### src/hdl/rdlc_pkg.sv
// Shared types, constants and helpers for the range distinct letter counter.
`timescale 1ns / 1ps

package rdlc_pkg;

  // Store size and alphabet.
  localparam int MAX_LEN  = 1024;
  localparam int ALPHABET = 26;

  // Fixed field widths of the item ports.
  localparam int POS_W    = 10;
  localparam int LETTER_W = 5;
  localparam int COUNT_W  = 5;

  // Tree node addresses: leaves sit at MAX_LEN .. 2*MAX_LEN-1.
  localparam int NODE_W   = $clog2(MAX_LEN) + 1;
  localparam int PTR_W    = NODE_W + 1;
  localparam int NODE_CNT = 2 * MAX_LEN;

  typedef logic [NODE_W-1:0]   node_t;
  typedef logic [PTR_W-1:0]    ptr_t;
  typedef logic [ALPHABET-1:0] mask_t;
  typedef logic [COUNT_W-1:0]  count_t;

  // Controller states.
  typedef enum logic [2:0] {
    ST_CLEAR,
    ST_IDLE,
    ST_UPD_LEAF,
    ST_UPD_UP,
    ST_Q_A,
    ST_Q_B,
    ST_Q_FIN
  } state_t;

  // Commands from the controller to the datapath.
  typedef struct packed {
    logic load;
    logic clr_step;
    logic upd_leaf;
    logic upd_up;
    logic q_a;
    logic q_b;
    logic fin;
  } cmd_t;

  // Status from the datapath to the controller.
  typedef struct packed {
    logic clr_last;
    logic wr_ok;
    logic root_next;
    logic a_lt_b;
  } status_t;

  // Number of set bits in a letter mask.
  function automatic count_t mask_popcount(input mask_t m);
    count_t cnt;
    cnt = '0;
    for (int i = 0; i < ALPHABET; i++) begin
      cnt = cnt + count_t'(m[i]);
    end
    return cnt;
  endfunction

endpackage

### src/hdl/rdlc_ctrl.sv
// Controller state machine of the range distinct letter counter.
`timescale 1ns / 1ps

module rdlc_ctrl
  import rdlc_pkg::*;
(
  input  logic    clk,
  input  logic    rst_n,
  input  logic    start,
  input  logic    in_mode,
  input  status_t status,
  output cmd_t    cmd,
  output logic    busy
);

  state_t state_r;
  state_t state_nxt;

  // State register.
  always_ff @(posedge clk) begin
    if (!rst_n) begin
      state_r <= ST_CLEAR;
    end else begin
      state_r <= state_nxt;
    end
  end

  // Next state logic.
  always_comb begin
    state_nxt = state_r;
    case (state_r)
      ST_CLEAR: begin
        if (status.clr_last) state_nxt = ST_IDLE;
      end
      ST_IDLE: begin
        if (start) begin
          if (in_mode) begin
            state_nxt = ST_Q_A;
          end else if (status.wr_ok) begin
            state_nxt = ST_UPD_LEAF;
          end
        end
      end
      ST_UPD_LEAF: begin
        state_nxt = ST_UPD_UP;
      end
      ST_UPD_UP: begin
        if (status.root_next) state_nxt = ST_IDLE;
      end
      ST_Q_A: begin
        state_nxt = status.a_lt_b ? ST_Q_B : ST_Q_FIN;
      end
      ST_Q_B: begin
        state_nxt = ST_Q_A;
      end
      ST_Q_FIN: begin
        state_nxt = ST_IDLE;
      end
      default: begin
        state_nxt = ST_CLEAR;
      end
    endcase
  end

  // Command outputs.
  always_comb begin
    cmd  = '0;
    busy = 1'b1;
    case (state_r)
      ST_CLEAR: begin
        cmd.clr_step = 1'b1;
      end
      ST_IDLE: begin
        busy     = 1'b0;
        cmd.load = start;
      end
      ST_UPD_LEAF: begin
        cmd.upd_leaf = 1'b1;
      end
      ST_UPD_UP: begin
        cmd.upd_up = 1'b1;
      end
      ST_Q_A: begin
        cmd.q_a = status.a_lt_b;
      end
      ST_Q_B: begin
        cmd.q_b = 1'b1;
      end
      ST_Q_FIN: begin
        cmd.fin = 1'b1;
      end
      default: begin
        cmd = '0;
      end
    endcase
  end

  // The clearing pass never overlaps item work.
  a_clr_alone: assert property (@(posedge clk) disable iff (!rst_n)
    cmd.clr_step |-> !(cmd.load || cmd.upd_leaf || cmd.upd_up || cmd.q_a || cmd.fin))
    else $error("clear step overlaps item work");

  // The right boundary step always follows a left boundary step.
  a_qb_after_qa: assert property (@(posedge clk) disable iff (!rst_n)
    cmd.q_b |-> $past(cmd.q_a))
    else $error("right boundary step without left step");

  // Climbing the tree always starts from a leaf write.
  a_up_after_leaf: assert property (@(posedge clk) disable iff (!rst_n)
    $rose(cmd.upd_up) |-> $past(cmd.upd_leaf))
    else $error("tree climb without leaf write");

endmodule

### config.mk
export PLATFORM = sky130hd
export DESIGN_NAME = rdlc_ctrl
export DESIGN_NICKNAME = d
export VERILOG_FILES = /design/src/hdl/rdlc_pkg.sv /design/src/hdl/rdlc_ctrl.sv
export SDC_FILE = /design/constraint.sdc
export NUM_CORES = 1
export LEC_CHECK = 0
export ABC_AREA = 1
export BUFFER_PORTS_ARGS = -buffer_cell sky130_fd_sc_hd__buf_2
export CORE_AREA = 3 3 40 42
export CTS_BUF_LIST = sky130_fd_sc_hd__clkbuf_8
export DETAILED_ROUTE_END_ITERATION = 8
export DIE_AREA = 0 0 43 45
export SYNTH_ARGS = -nofsm -noshare
export SYNTH_HDL_FRONTEND = slang
export SYNTH_SLANG_ARGS = --single-unit
### constraint.sdc
create_clock -name clk -period 1.25 [get_ports clk]
set_input_delay 0.25 -clock clk [delete_from_list [all_inputs] [get_ports clk]]
set_output_delay 0.25 -clock clk [all_outputs]
set_load 0.02 [all_outputs]
==> results of run 1 <==
==> power breakdown <==
group	internal (W)	leakage, nW	switching (W)
Sequential	0.000124	0.0267	0.0000492
Clock	0.000209	0.0269	0.0000603
Combinational	0.000203	0.252	0.000234
==> worst min path at each step <==
stage	start	end	slack, ps
floorplan	rst_n	state_r[1]	370
global placement	rst_n	state_r[1]	500
detailed placement	rst_n	state_r[1]	500
CTS	rst_n	state_r[1]	270
global route	rst_n	state_r[1]	290
finish	rst_n	state_r[1]	270
==> cells in the mapped netlist <==
library cell	count	area share, %
inv_1	7	9.1
a21oi_1	3	5.2
and3_1	1	2.2
o211ai_1	1	2.6
inv_2	2	2.6
buf_6	1	3.9
dfxtp_1	3	21
nand3_1	4	7.0
nand3_2	1	3.5
nor3_1	2	3.5
nand2_1	11	14
nor2_2	4	8.7
nand3_4	1	6.1
nor2_1	8	10
==> per-layer routing <==
metal	wire length [um]	global-route usage [%]	vias up
met5	0	0	-
met2	398	13.8	11
li1	-	-	205
met4	0	3.61	0
met3	59	3.19	0
met1	355	9.86	164
==> cell families (layout without fill, tap and decap cells) <==
| group | after synthesis | count (layout) | synth area share (%) |
|---|---|---|---|
| buf+inv | 10 | 36 | 15.7 |
| compound gates | 4 | 4 | 7.83 |
| flops | 3 | 3 | 20.9 |
| simple gates | 32 | 32 | 55.7 |
==> metrics by stage <==
step / setup slack [ps] / setup TNS, ps / cells / hold slack [ps] / power (W)
floorplan: 74.7 / 0 / 49 / 370 / 0.000393
global placement: 54.6 / 0 / 78 / 502 / 0.000463
detailed placement: 63.7 / 0 / 78 / 502 / 0.000457
CTS: 7.64 / 0 / 85 / 269 / 0.000802
global route: -48.6 / -292 / 90 / 288 / 0.000945
finish: -15.7 / -15.7 / 90 / 273 / 0.000879
==> area by class of cell <==
cell class                 count  area, um2
clock inverter                 1       3.75
inverter                       9       38.8
sequential                     3       71.3
fill                         130        728
tap                           15       18.8
clock buffer                   3       41.3
multi-input combinational     36        218
timing repair buffer          23        165
==> worst max-delay path: stages, from the launching register on <==
cell     delay, ps
dfxtp_4        380
buf_6          130
nand2_4         50
nor2_4         120
buf_6          130
==> repair_timing <==
item	in CTS	in global routing
pin swaps	3	6
setup endpoints to repair	8	7
setup buffers	3	5
resized for setup	12	16
endpoints found under the hold margin	0	0
==> metrics.md, run 1 <==
| Metric | Value |
|---|---|
| Vias | `380` |
| Share of cells above drive strength 1 | `between 50% and 60%` |
| Detail Placement HPWL | `~540 um` |
| Core Area | `between 1000 and 1500 um2` |
| Layout area overhead | `93.5%` |
| Post-DP Area | `375 um2` |
| Final ANT Viol Nets | `0` |
| Failing checks | `negative setup slack` |
| PortBufs | `15` |
| First drt pass iteration count | `2` |
| Clock sink count | `3` |
| Final setup vio count | `1` |
| Rows | `13` |
| Slew HR | `between 80% and 90%` |
| Setup crit end kind | `primary output` |
| Max Root-Sink Buffers | `2` |
| Vias per cell | `between 4 and 5` |
| WL final | `~800 um` |
| I/O pin total | `16` |
| R2R Path End | `state_r[1]` |
| Clock root buffer | `clkbuf_8` |
| DIE HEIGHT | `around 45 um` |
| Count of different cell masters after synthesis | `14` |
| Maximum VDD drop | `0.737 mV` |
| Most frequent cells in the layout | `buf_4, nand2_1, buf_2` |
| Status | `finished with violations` |
| DRC viols | `0` |
| Worst skew pair latency | `210 ps` |
| Full die area | `1940 um2` |
| Syn Nets | `between 50 and 60` |
| Slew Viols, Final | `0` |
| Wire per inst | `approximately 9 um` |
| #FFs+latches synth | `3` |
| Crit path required time | `1000 ps` |
| Ys Warns | `0` |
| Crit path max fanout | `6` |
| Max cap viols | `0` |
| Worst Setup Start Kind | `flop` |
| Cell Area, Synth | `approximately 290 um2` |
| Register-to-Register Path Depth | `10` |
| Diode count | `0` |
| Initial Util | `between 20% and 30%` |
| First-pass GRT wire length | `~1.2 mm` |
| Placer Congestion | `a little under 0.8` |
| Sequential area share after synthesis | `a little over a fifth` |
| Syn Area/Cell | `slightly below 6 um2` |
| Critical path arrival | `roughly 1000 ps` |
| Final Skew | `0.0676 ps` |
| Hold Fails Final Rpt | `0` |
| GRT overflow | `0` |
| Nets | `84` |
| Initial antenna violation count | `0` |
| Largest register FFs | `3` |
| Largest regs | `state_r x3` |
| Minimum clock period | `about 1300 ps` |
| LEAKAGE | `around 0.31 nW` |
| Worst setup path class | `reg2out` |
| FF-to-FF Start | `state_r[0]` |
| Power per standard cell area | `between 1500 and 2000 nW/um2` |
| Worst setup path end | `cmd[3]` |
| Largest register by flop count | `state_r` |
| Die width | `43 um` |
| All-Layer GR Usage | `between 8 and 9%` |
| Final Util | `a little over two fifths` |
| Largest net degree at the start of global routing | `10` |
| Slew at the pin closest to its max-slew limit | `165 ps` |
| Hold depth | `3` |
| CTS tree | `done` |
| RSZ-0062 raised after global routing | `true` |
| Initial drt markers | `3` |
| Post-synthesis instance total | `49` |
| Vias in the first global route | `around 320` |
| H-tree levels | `1` |
| Final period util | `101%` |
| TritonCTS Buffers | `3` |
| Hold_buf cts | `0` |
| Fmax | `approximately 790 MHz` |
| Crit. Startpoint | `state_r[0]` |
| Fin area | `557 um2` |
| Worst reg2reg setup slack | `60 ps` |
| Worst Setup Slack, final | `-15.7 ps` |
| Commonest non-fill, non-tap cell in the layout | `buf_4` |
| Clk slew on worst S/H paths | `roughly 30 ps` |
| Hold crit path type | `in2reg` |
(Power assumes the default switching activity.)
==> run 2, diff against run 1 <==
--- a/config.mk
+++ b/config.mk
@@ -11,6 +11,7 @@
 export CTS_BUF_LIST = sky130_fd_sc_hd__clkbuf_8
 export DETAILED_ROUTE_END_ITERATION = 8
 export DIE_AREA = 0 0 43 45
+export SETUP_SLACK_MARGIN = 0.5
 export SYNTH_ARGS = -nofsm -noshare
 export SYNTH_HDL_FRONTEND = slang
 export SYNTH_SLANG_ARGS = --single-unit
==> run 2 against run 1 <==
Against the previous run: the run still ends with negative setup slack left; sequential power is 5% higher; clock skew is 1.2 ps higher; hold slack worse by 3.8 ps; setup slack worse by 24 ps; via count is 2.6% higher; critical path depth stayed put; clock-buffer cell count stayed put; maximum frequency is 1.9% lower; final area is 11% higher; critical endpoint is now cmd[6].
==> metrics.md, run 2 (synthesis gave the netlist of run 1 again) <==
| Metric | Value |
|---|---|
| DIE HEIGHT | `45 um (unchanged)` |
| Full die area | `1940 um2 (unchanged)` |
| Nets | `84 (unchanged)` |
| WL final | `936 um (was 813 um)` |
| H-tree levels | `1 (unchanged)` |
| Slew at the pin closest to its max-slew limit | `196 ps (was 165 ps)` |
| Final Skew | `1.31 ps (was 0.0676 ps)` |
| Detail Placement HPWL | `605 um (was 542 um)` |
| Clock root buffer | `clkbuf_8 (unchanged)` |
| Reg area | `71.3 um2 (unchanged)` |
| TritonCTS Buffers | `3 (unchanged)` |
| LEAKAGE | `0.316 nW (was 0.305 nW)` |
| Commonest non-fill, non-tap cell in the layout | `buf_4 (unchanged)` |
| Placer Congestion | `0.774 (was 0.775)` |
| R2R Path End | `state_r[2] (was state_r[1])` |
| Max Root-Sink Buffers | `2 (unchanged)` |
| Register-to-Register Path Depth | `6 (was 10)` |
| Vias in the first global route | `341 (was 319)` |
| Core Area | `1280 um2 (unchanged)` |
| Status | `finished with violations (unchanged)` |
| Worst setup path class | `reg2out (unchanged)` |
| Diode count | `0 (unchanged)` |
| Final period util | `103% (was 101%)` |
| First-pass GRT wire length | `1.44 mm (was 1.22 mm)` |
| Largest regs | `state_r x3 (unchanged)` |
| Worst Setup Slack, final | `-39.9 ps (was -15.7 ps)` |
| Largest register by flop count | `state_r (unchanged)` |
| Worst reg2reg setup slack | `60 ps (about the same)` |
| Hold_buf cts | `0 (unchanged)` |
| Final setup vio count | `3 (was 1)` |
| Final ANT Viol Nets | `0 (unchanged)` |
| Largest register FFs | `3 (unchanged)` |
| HP Start | `rst_n (unchanged)` |
| Hold Fails Final Rpt | `0 (unchanged)` |
| Hold depth | `3 (unchanged)` |
| Largest net degree at the start of global routing | `10 (unchanged)` |
| Crit path required time | `1000 ps (about the same)` |
| Worst skew pair latency | `220 ps (was 210 ps)` |
| Initial antenna violation count | `0 (unchanged)` |
| Critical path arrival | `1040 ps (was 1020 ps)` |
| FF-to-FF Start | `state_r[0] (unchanged)` |
| Initial drt markers | `12 (was 3)` |
| Power per standard cell area | `1590 nW/um2 (was 1580 nW/um2)` |
| Clk slew on worst S/H paths | `30 ps (about the same)` |
| Dpl ws | `92.9 ps (was 63.7 ps)` |
| Maximum VDD drop | `0.643 mV (was 0.737 mV)` |
| Hold Crit Endpoint | `state_r[1] (unchanged)` |
| Fin area | `618 um2 (was 557 um2)` |
| Fmax | `775 MHz (was 790 MHz)` |
| Multi-input logic area | `265 um2 (was 218 um2)` |
| Slew Viols, Final | `0 (unchanged)` |
| Failing checks | `negative setup slack (unchanged)` |
| Max cap viols | `0 (unchanged)` |
| # fillers | `133 (was 130)` |
| GRT overflow | `0 (unchanged)` |
| Share of cells above drive strength 1 | `65.3% (was 56.0%)` |
| I/O pin total | `16 (unchanged)` |
| Total negative slack | `-45.7 ps (was -15.7 ps)` |
| Layout area overhead | `115% (was 93.5%)` |
| Post-DP Area | `443 um2 (was 375 um2)` |
| Clock sink count | `3 (unchanged)` |
| Crit path max fanout | `6 (unchanged)` |
| Setup crit end kind | `primary output (unchanged)` |
| Wire per inst | `10.4 um (was 9.03 um)` |
| Die width | `43 um (unchanged)` |
| Slew HR | `86.9% (was 88.9%)` |
| Initial Util | `22.4% (unchanged)` |
| Most frequent cells in the layout | `buf_4, nand2_1, buf_2 (unchanged)` |
| Minimum clock period | `1290 ps (was 1270 ps)` |
| DRC viols | `0 (unchanged)` |
| WHS | `270 ps (was 273 ps)` |
| PortBufs | `15 (unchanged)` |
| Rows | `13 (unchanged)` |
| Vias per cell | `4.33 (was 4.22)` |
| CTS tree | `done (unchanged)` |
| RSZ-0062 raised after global routing | `true (unchanged)` |
| Hold crit path type | `in2reg (unchanged)` |
| All-Layer GR Usage | `11.0% (was 8.40%)` |
| Worst Setup Start Kind | `flop (unchanged)` |
| First drt pass iteration count | `4 (was 2)` |
| Vias | `390 (was 380)` |
==> run 2: cell types whose count changed in the layout (fill, tap and decap cells not counted), moves of 2 or more <==
cell    before  now
inv_1        8    6
nor2_4       3    6
nor2_2       3    1
inv_4        2    0
inv_6        0    2
buf_2        9    7
inv_2        0    2
==> run 2: where the power goes <==
part / internal, W / switching [W]
sequential: 0.000125 / 0.0000584
clock: 0.000209 / 0.0000646
combinational: 0.000247 / 0.000277
total: 0.000581 / 0.000400
==> run 2: worst max-delay path, cell delays in order, from the launching register on <==
cell     delay (ps)
dfxtp_4         390
buf_6           130
nand3_4          90
nor2_4           90
buf_6           120
==> run 2: cell type report <==
| type | instances | share of cell area (%) |
|---|---|---|
| Multi-Input combinational cell | 36 | 42.9 |
| Timing Repair Buffer | 23 | 28.1 |
| Inverter | 9 | 7.09 |
| Tap cell | 15 | 3.04 |
| Clock buffer | 3 | 6.68 |
| Clock inverter | 1 | 0.607 |
| Sequential cell | 3 | 11.5 |
==> run 2: worst max-delay path by stage <==
stage | start | end | depth (start not counted)
6_report | state_r[0] | cmd[6] | 4
3_3_place_gp | state_r[0] | cmd[6] | 3
2_1_floorplan | state_r[0] | state_r[2] | 7
4_1_cts | state_r[1] | cmd[6] | 4
5_1_grt | state_r[0] | cmd[6] | 4
3_5_place_dp | state_r[0] | cmd[6] | 3
==> run 2: routing by layer <==
metal	track usage [%]	part of all wire, %
met2	16.8	49
met5	0	0
met3	3.98	6.9
met4	10.8	3.0
met1	11.6	41
==> run 2: metrics by stage <==
step	total power (W)	cells	utilization [%]
finish	0.000981	90	48.1
CTS	0.000899	85	43.8
floorplan	0.000472	49	-
detailed placement	0.000537	78	34.5
global placement	0.000536	78	34.5
global route	0.00106	90	48.1
==> run 2: repair_timing <==
action                                  4_1_cts  5_1_grt
setup buffers                                 3        5
pin swaps                                     1        4
resized for setup                            16        7
endpoints found under the setup margin       11       11
==> run 3, diff against run 2 <==
--- a/config.mk
+++ b/config.mk
@@ -11,7 +11,9 @@
 export CTS_BUF_LIST = sky130_fd_sc_hd__clkbuf_8
 export DETAILED_ROUTE_END_ITERATION = 8
 export DIE_AREA = 0 0 43 45
+export GPL_TIMING_DRIVEN = 0
 export SETUP_SLACK_MARGIN = 0.5
+export SKIP_CTS_REPAIR_TIMING = 1
 export SYNTH_ARGS = -nofsm -noshare
 export SYNTH_HDL_FRONTEND = slang
 export SYNTH_SLANG_ARGS = --single-unit
==> run 3 against run 2 <==
Against the previous run: the run still ends with negative setup slack left; first-iteration DRC count fell by 42%; final cell count rose by 1.1%; clock power fell by 1%; maximum frequency fell by 0.26%; core utilization rose by 1.8 points; via count did not move; critical path type unchanged; critical endpoint is now cmd[2]; largest cell class unchanged.
==> metrics.md, run 3 (synthesis gave the netlist of run 1 again) <==
| Metric | Value |
|---|---|
| Status | `finished with violations (unchanged)` |
| Failing checks | `negative setup slack (unchanged)` |
| Slew HR | `86.9% (about the same)` |
| CP max stage cell | `dfxtp_2 (was dfxtp_4)` |
| Share of cells above drive strength 1 | `64.5% (was 65.3%)` |
| Max cap viols | `0 (unchanged)` |
| HP Start | `rst_n (unchanged)` |
| Power per standard cell area | `1570 nW/um2 (was 1590 nW/um2)` |
| H-tree levels | `1 (unchanged)` |
| GRT overflow | `0 (unchanged)` |
| Largest regs | `state_r x3 (unchanged)` |
| Die width | `43 um (unchanged)` |
| WL final | `877 um (was 936 um)` |
| Nets | `85 (was 84)` |
| DIE HEIGHT | `45 um (unchanged)` |
| Initial antenna violation count | `0 (unchanged)` |
| Max incr delay on CP | `310 ps (was 390 ps)` |
| Setup crit end kind | `primary output (unchanged)` |
| Crit. Startpoint | `state_r[0] (unchanged)` |
| Hold Fails Final Rpt | `0 (unchanged)` |
| Fin area | `641 um2 (was 618 um2)` |
| Sequential Power Share | `16.6% (was 18.6%)` |
| Worst skew pair latency | `210 ps (was 220 ps)` |
| Worst Setup Start Kind | `flop (unchanged)` |
| Switching Share | `39.8% (was 40.8%)` |
| Commonest non-fill, non-tap cell in the layout | `buf_4 (unchanged)` |
| Vias per cell | `4.29 (was 4.33)` |
| Placer Congestion | `0.746 (was 0.774)` |
| Clock sink count | `3 (unchanged)` |
| First-pass GRT wire length | `1.28 mm (was 1.44 mm)` |
| Slew at the pin closest to its max-slew limit | `196 ps (about the same)` |
| Vias | `390 (unchanged)` |
| Clock root buffer | `clkbuf_8 (unchanged)` |
| Slew Viols, Final | `0 (unchanged)` |
| Final ANT Viol Nets | `0 (unchanged)` |
| Post-DP Area | `458 um2 (was 443 um2)` |
| TritonCTS Buffers | `3 (unchanged)` |
| Combinational Power Share | `56.6% (was 53.5%)` |
| Final period util | `103% (about the same)` |
| Max Root-Sink Buffers | `2 (unchanged)` |
| Crit path max fanout | `8 (was 6)` |
| Final setup vio count | `2 (was 3)` |
| Kind of cell adding the most delay to the critical path | `flip-flops (unchanged)` |
| Crit path required time | `1000 ps (about the same)` |
| Worst setup path class | `reg2out (unchanged)` |
| First drt pass iteration count | `4 (unchanged)` |
| Register-to-Register Path Depth | `9 (was 6)` |
| CP bufs+invs | `2 (unchanged)` |
| Rows | `13 (unchanged)` |
| Critical path arrival | `1040 ps (about the same)` |
| Core Area | `1280 um2 (unchanged)` |
| Clock share of power | `26.8% (was 27.9%)` |
| Largest register by flop count | `state_r (unchanged)` |
| Final Util | `49.9% (was 48.1%)` |
| Maximum VDD drop | `0.673 mV (was 0.643 mV)` |
| Fmax | `773 MHz (was 775 MHz)` |
| Layout Cells excl Fill | `91 (was 90)` |
| Detail Placement HPWL | `612 um (was 605 um)` |
| Initial drt markers | `7 (was 12)` |
| Worst-path cell chain | `buf_8 > nor2_4 > nand2_2 > nor2_4 > buf_6 (was buf_6 > nand3_4 > nor2_4 > buf_6)` |
| All-Layer GR Usage | `9.23% (was 11.0%)` |
| Most frequent cells in the layout | `buf_4, nand2_1, buf_2, buf_6 (was buf_4, nand2_1, buf_2)` |
| Dpl ws | `114 ps (was 92.9 ps)` |
| Layout area overhead | `123% (was 115%)` |
| Largest register FFs | `3 (unchanged)` |
| Diode count | `0 (unchanged)` |
| Wire per inst | `9.64 um (was 10.4 um)` |
| FF-to-FF Start | `state_r[0] (unchanged)` |
| Worst Setup Slack, final | `-43.3 ps (was -39.9 ps)` |
| RSZ-0062 raised after global routing | `true (unchanged)` |
| PortBufs | `15 (unchanged)` |
| Int Power | `0.000606 W (was 0.000581 W)` |
| I/O pin total | `16 (unchanged)` |
| Post-placement cell count | `79 (was 78)` |
| Minimum clock period | `1290 ps (about the same)` |
| LEAKAGE | `0.324 nW (was 0.316 nW)` |
| DRC viols | `0 (unchanged)` |
| Initial Util | `22.4% (unchanged)` |
| Hold crit path type | `in2reg (unchanged)` |
| Largest net degree at the start of global routing | `10 (unchanged)` |
| Clk slew on worst S/H paths | `30 ps (about the same)` |
| Instance count on the critical path | `5 (was 4)` |
| CTS tree | `done (unchanged)` |
| Final Skew | `2.42 ps (was 1.31 ps)` |
| Most used cell, CP | `nor2_4 (was buf_6)` |
| Vias in the first global route | `324 (was 341)` |
| Switch Pwr | `0.000401 W (was 0.000400 W)` |
| Hold depth | `3 (unchanged)` |
| Total negative slack | `-45.7 ps (about the same)` |
| Full die area | `1940 um2 (unchanged)` |
| # fillers | `119 (was 133)` |
[run 3: changes by cell type in the layout (fill, tap and decap cells not counted), sizes merged]
cell,before,now
buf,23,24
[run 3: layout make-up]
| cell class | instances | area (um2) | area share (%) |
|---|---|---|---|
| timing repair buffer | 23 | 181 | 28.3 |
| clock buffer | 3 | 41.3 | 6.45 |
| multi-input combinational | 36 | 268 | 41.8 |
| tap | 15 | 18.8 | 2.93 |
| sequential | 3 | 68.8 | 10.7 |
| buffer | 1 | 15.0 | 2.34 |
| clock inverter | 1 | 3.75 | 0.586 |
| inverter | 9 | 43.8 | 6.84 |
[run 3: path summary, 6_finish.rpt]
check,to,slack (ps)
setup / recovery,cmd[2],-40
hold / removal,state_r[1],270
setup reg to reg,state_r[1],70
hold reg to reg,state_r[2],780
[run 3: worst min-delay path: cells and delay by family]
kind | cells | cell delay, ps
buffers and inverters | 1 | 110
AND/OR/NAND/NOR | 2 | 90
[run 3: metal layers]
metal | share of wire [%] | vias up | global-route usage, %
met5 | 0 | - | 0
met4 | 0 | 0 | 7.23
met3 | 8.3 | 0 | 3.59
met2 | 51 | 14 | 14.7
met1 | 41 | 170 | 9.83
li1 | - | 206 | -
[run 3: per-stage QoR]
step                hold slack (ps)  total power, W
floorplan                       361        0.000472
global placement                494        0.000557
detailed placement              500        0.000560
CTS                             278        0.000834
global route                    291         0.00107
finish                          273         0.00101
[run 3: power groups by stage]
stage	Sequential, W	Clock (W)	Combinational, W
floorplan	0.000161	0	0.000311
global placement	0.000168	0	0.000389
detailed placement	0.000167	0	0.000393
CTS	0.000165	0.000275	0.000394
global route	0.000171	0.000288	0.000611
finish	0.000168	0.000270	0.000570
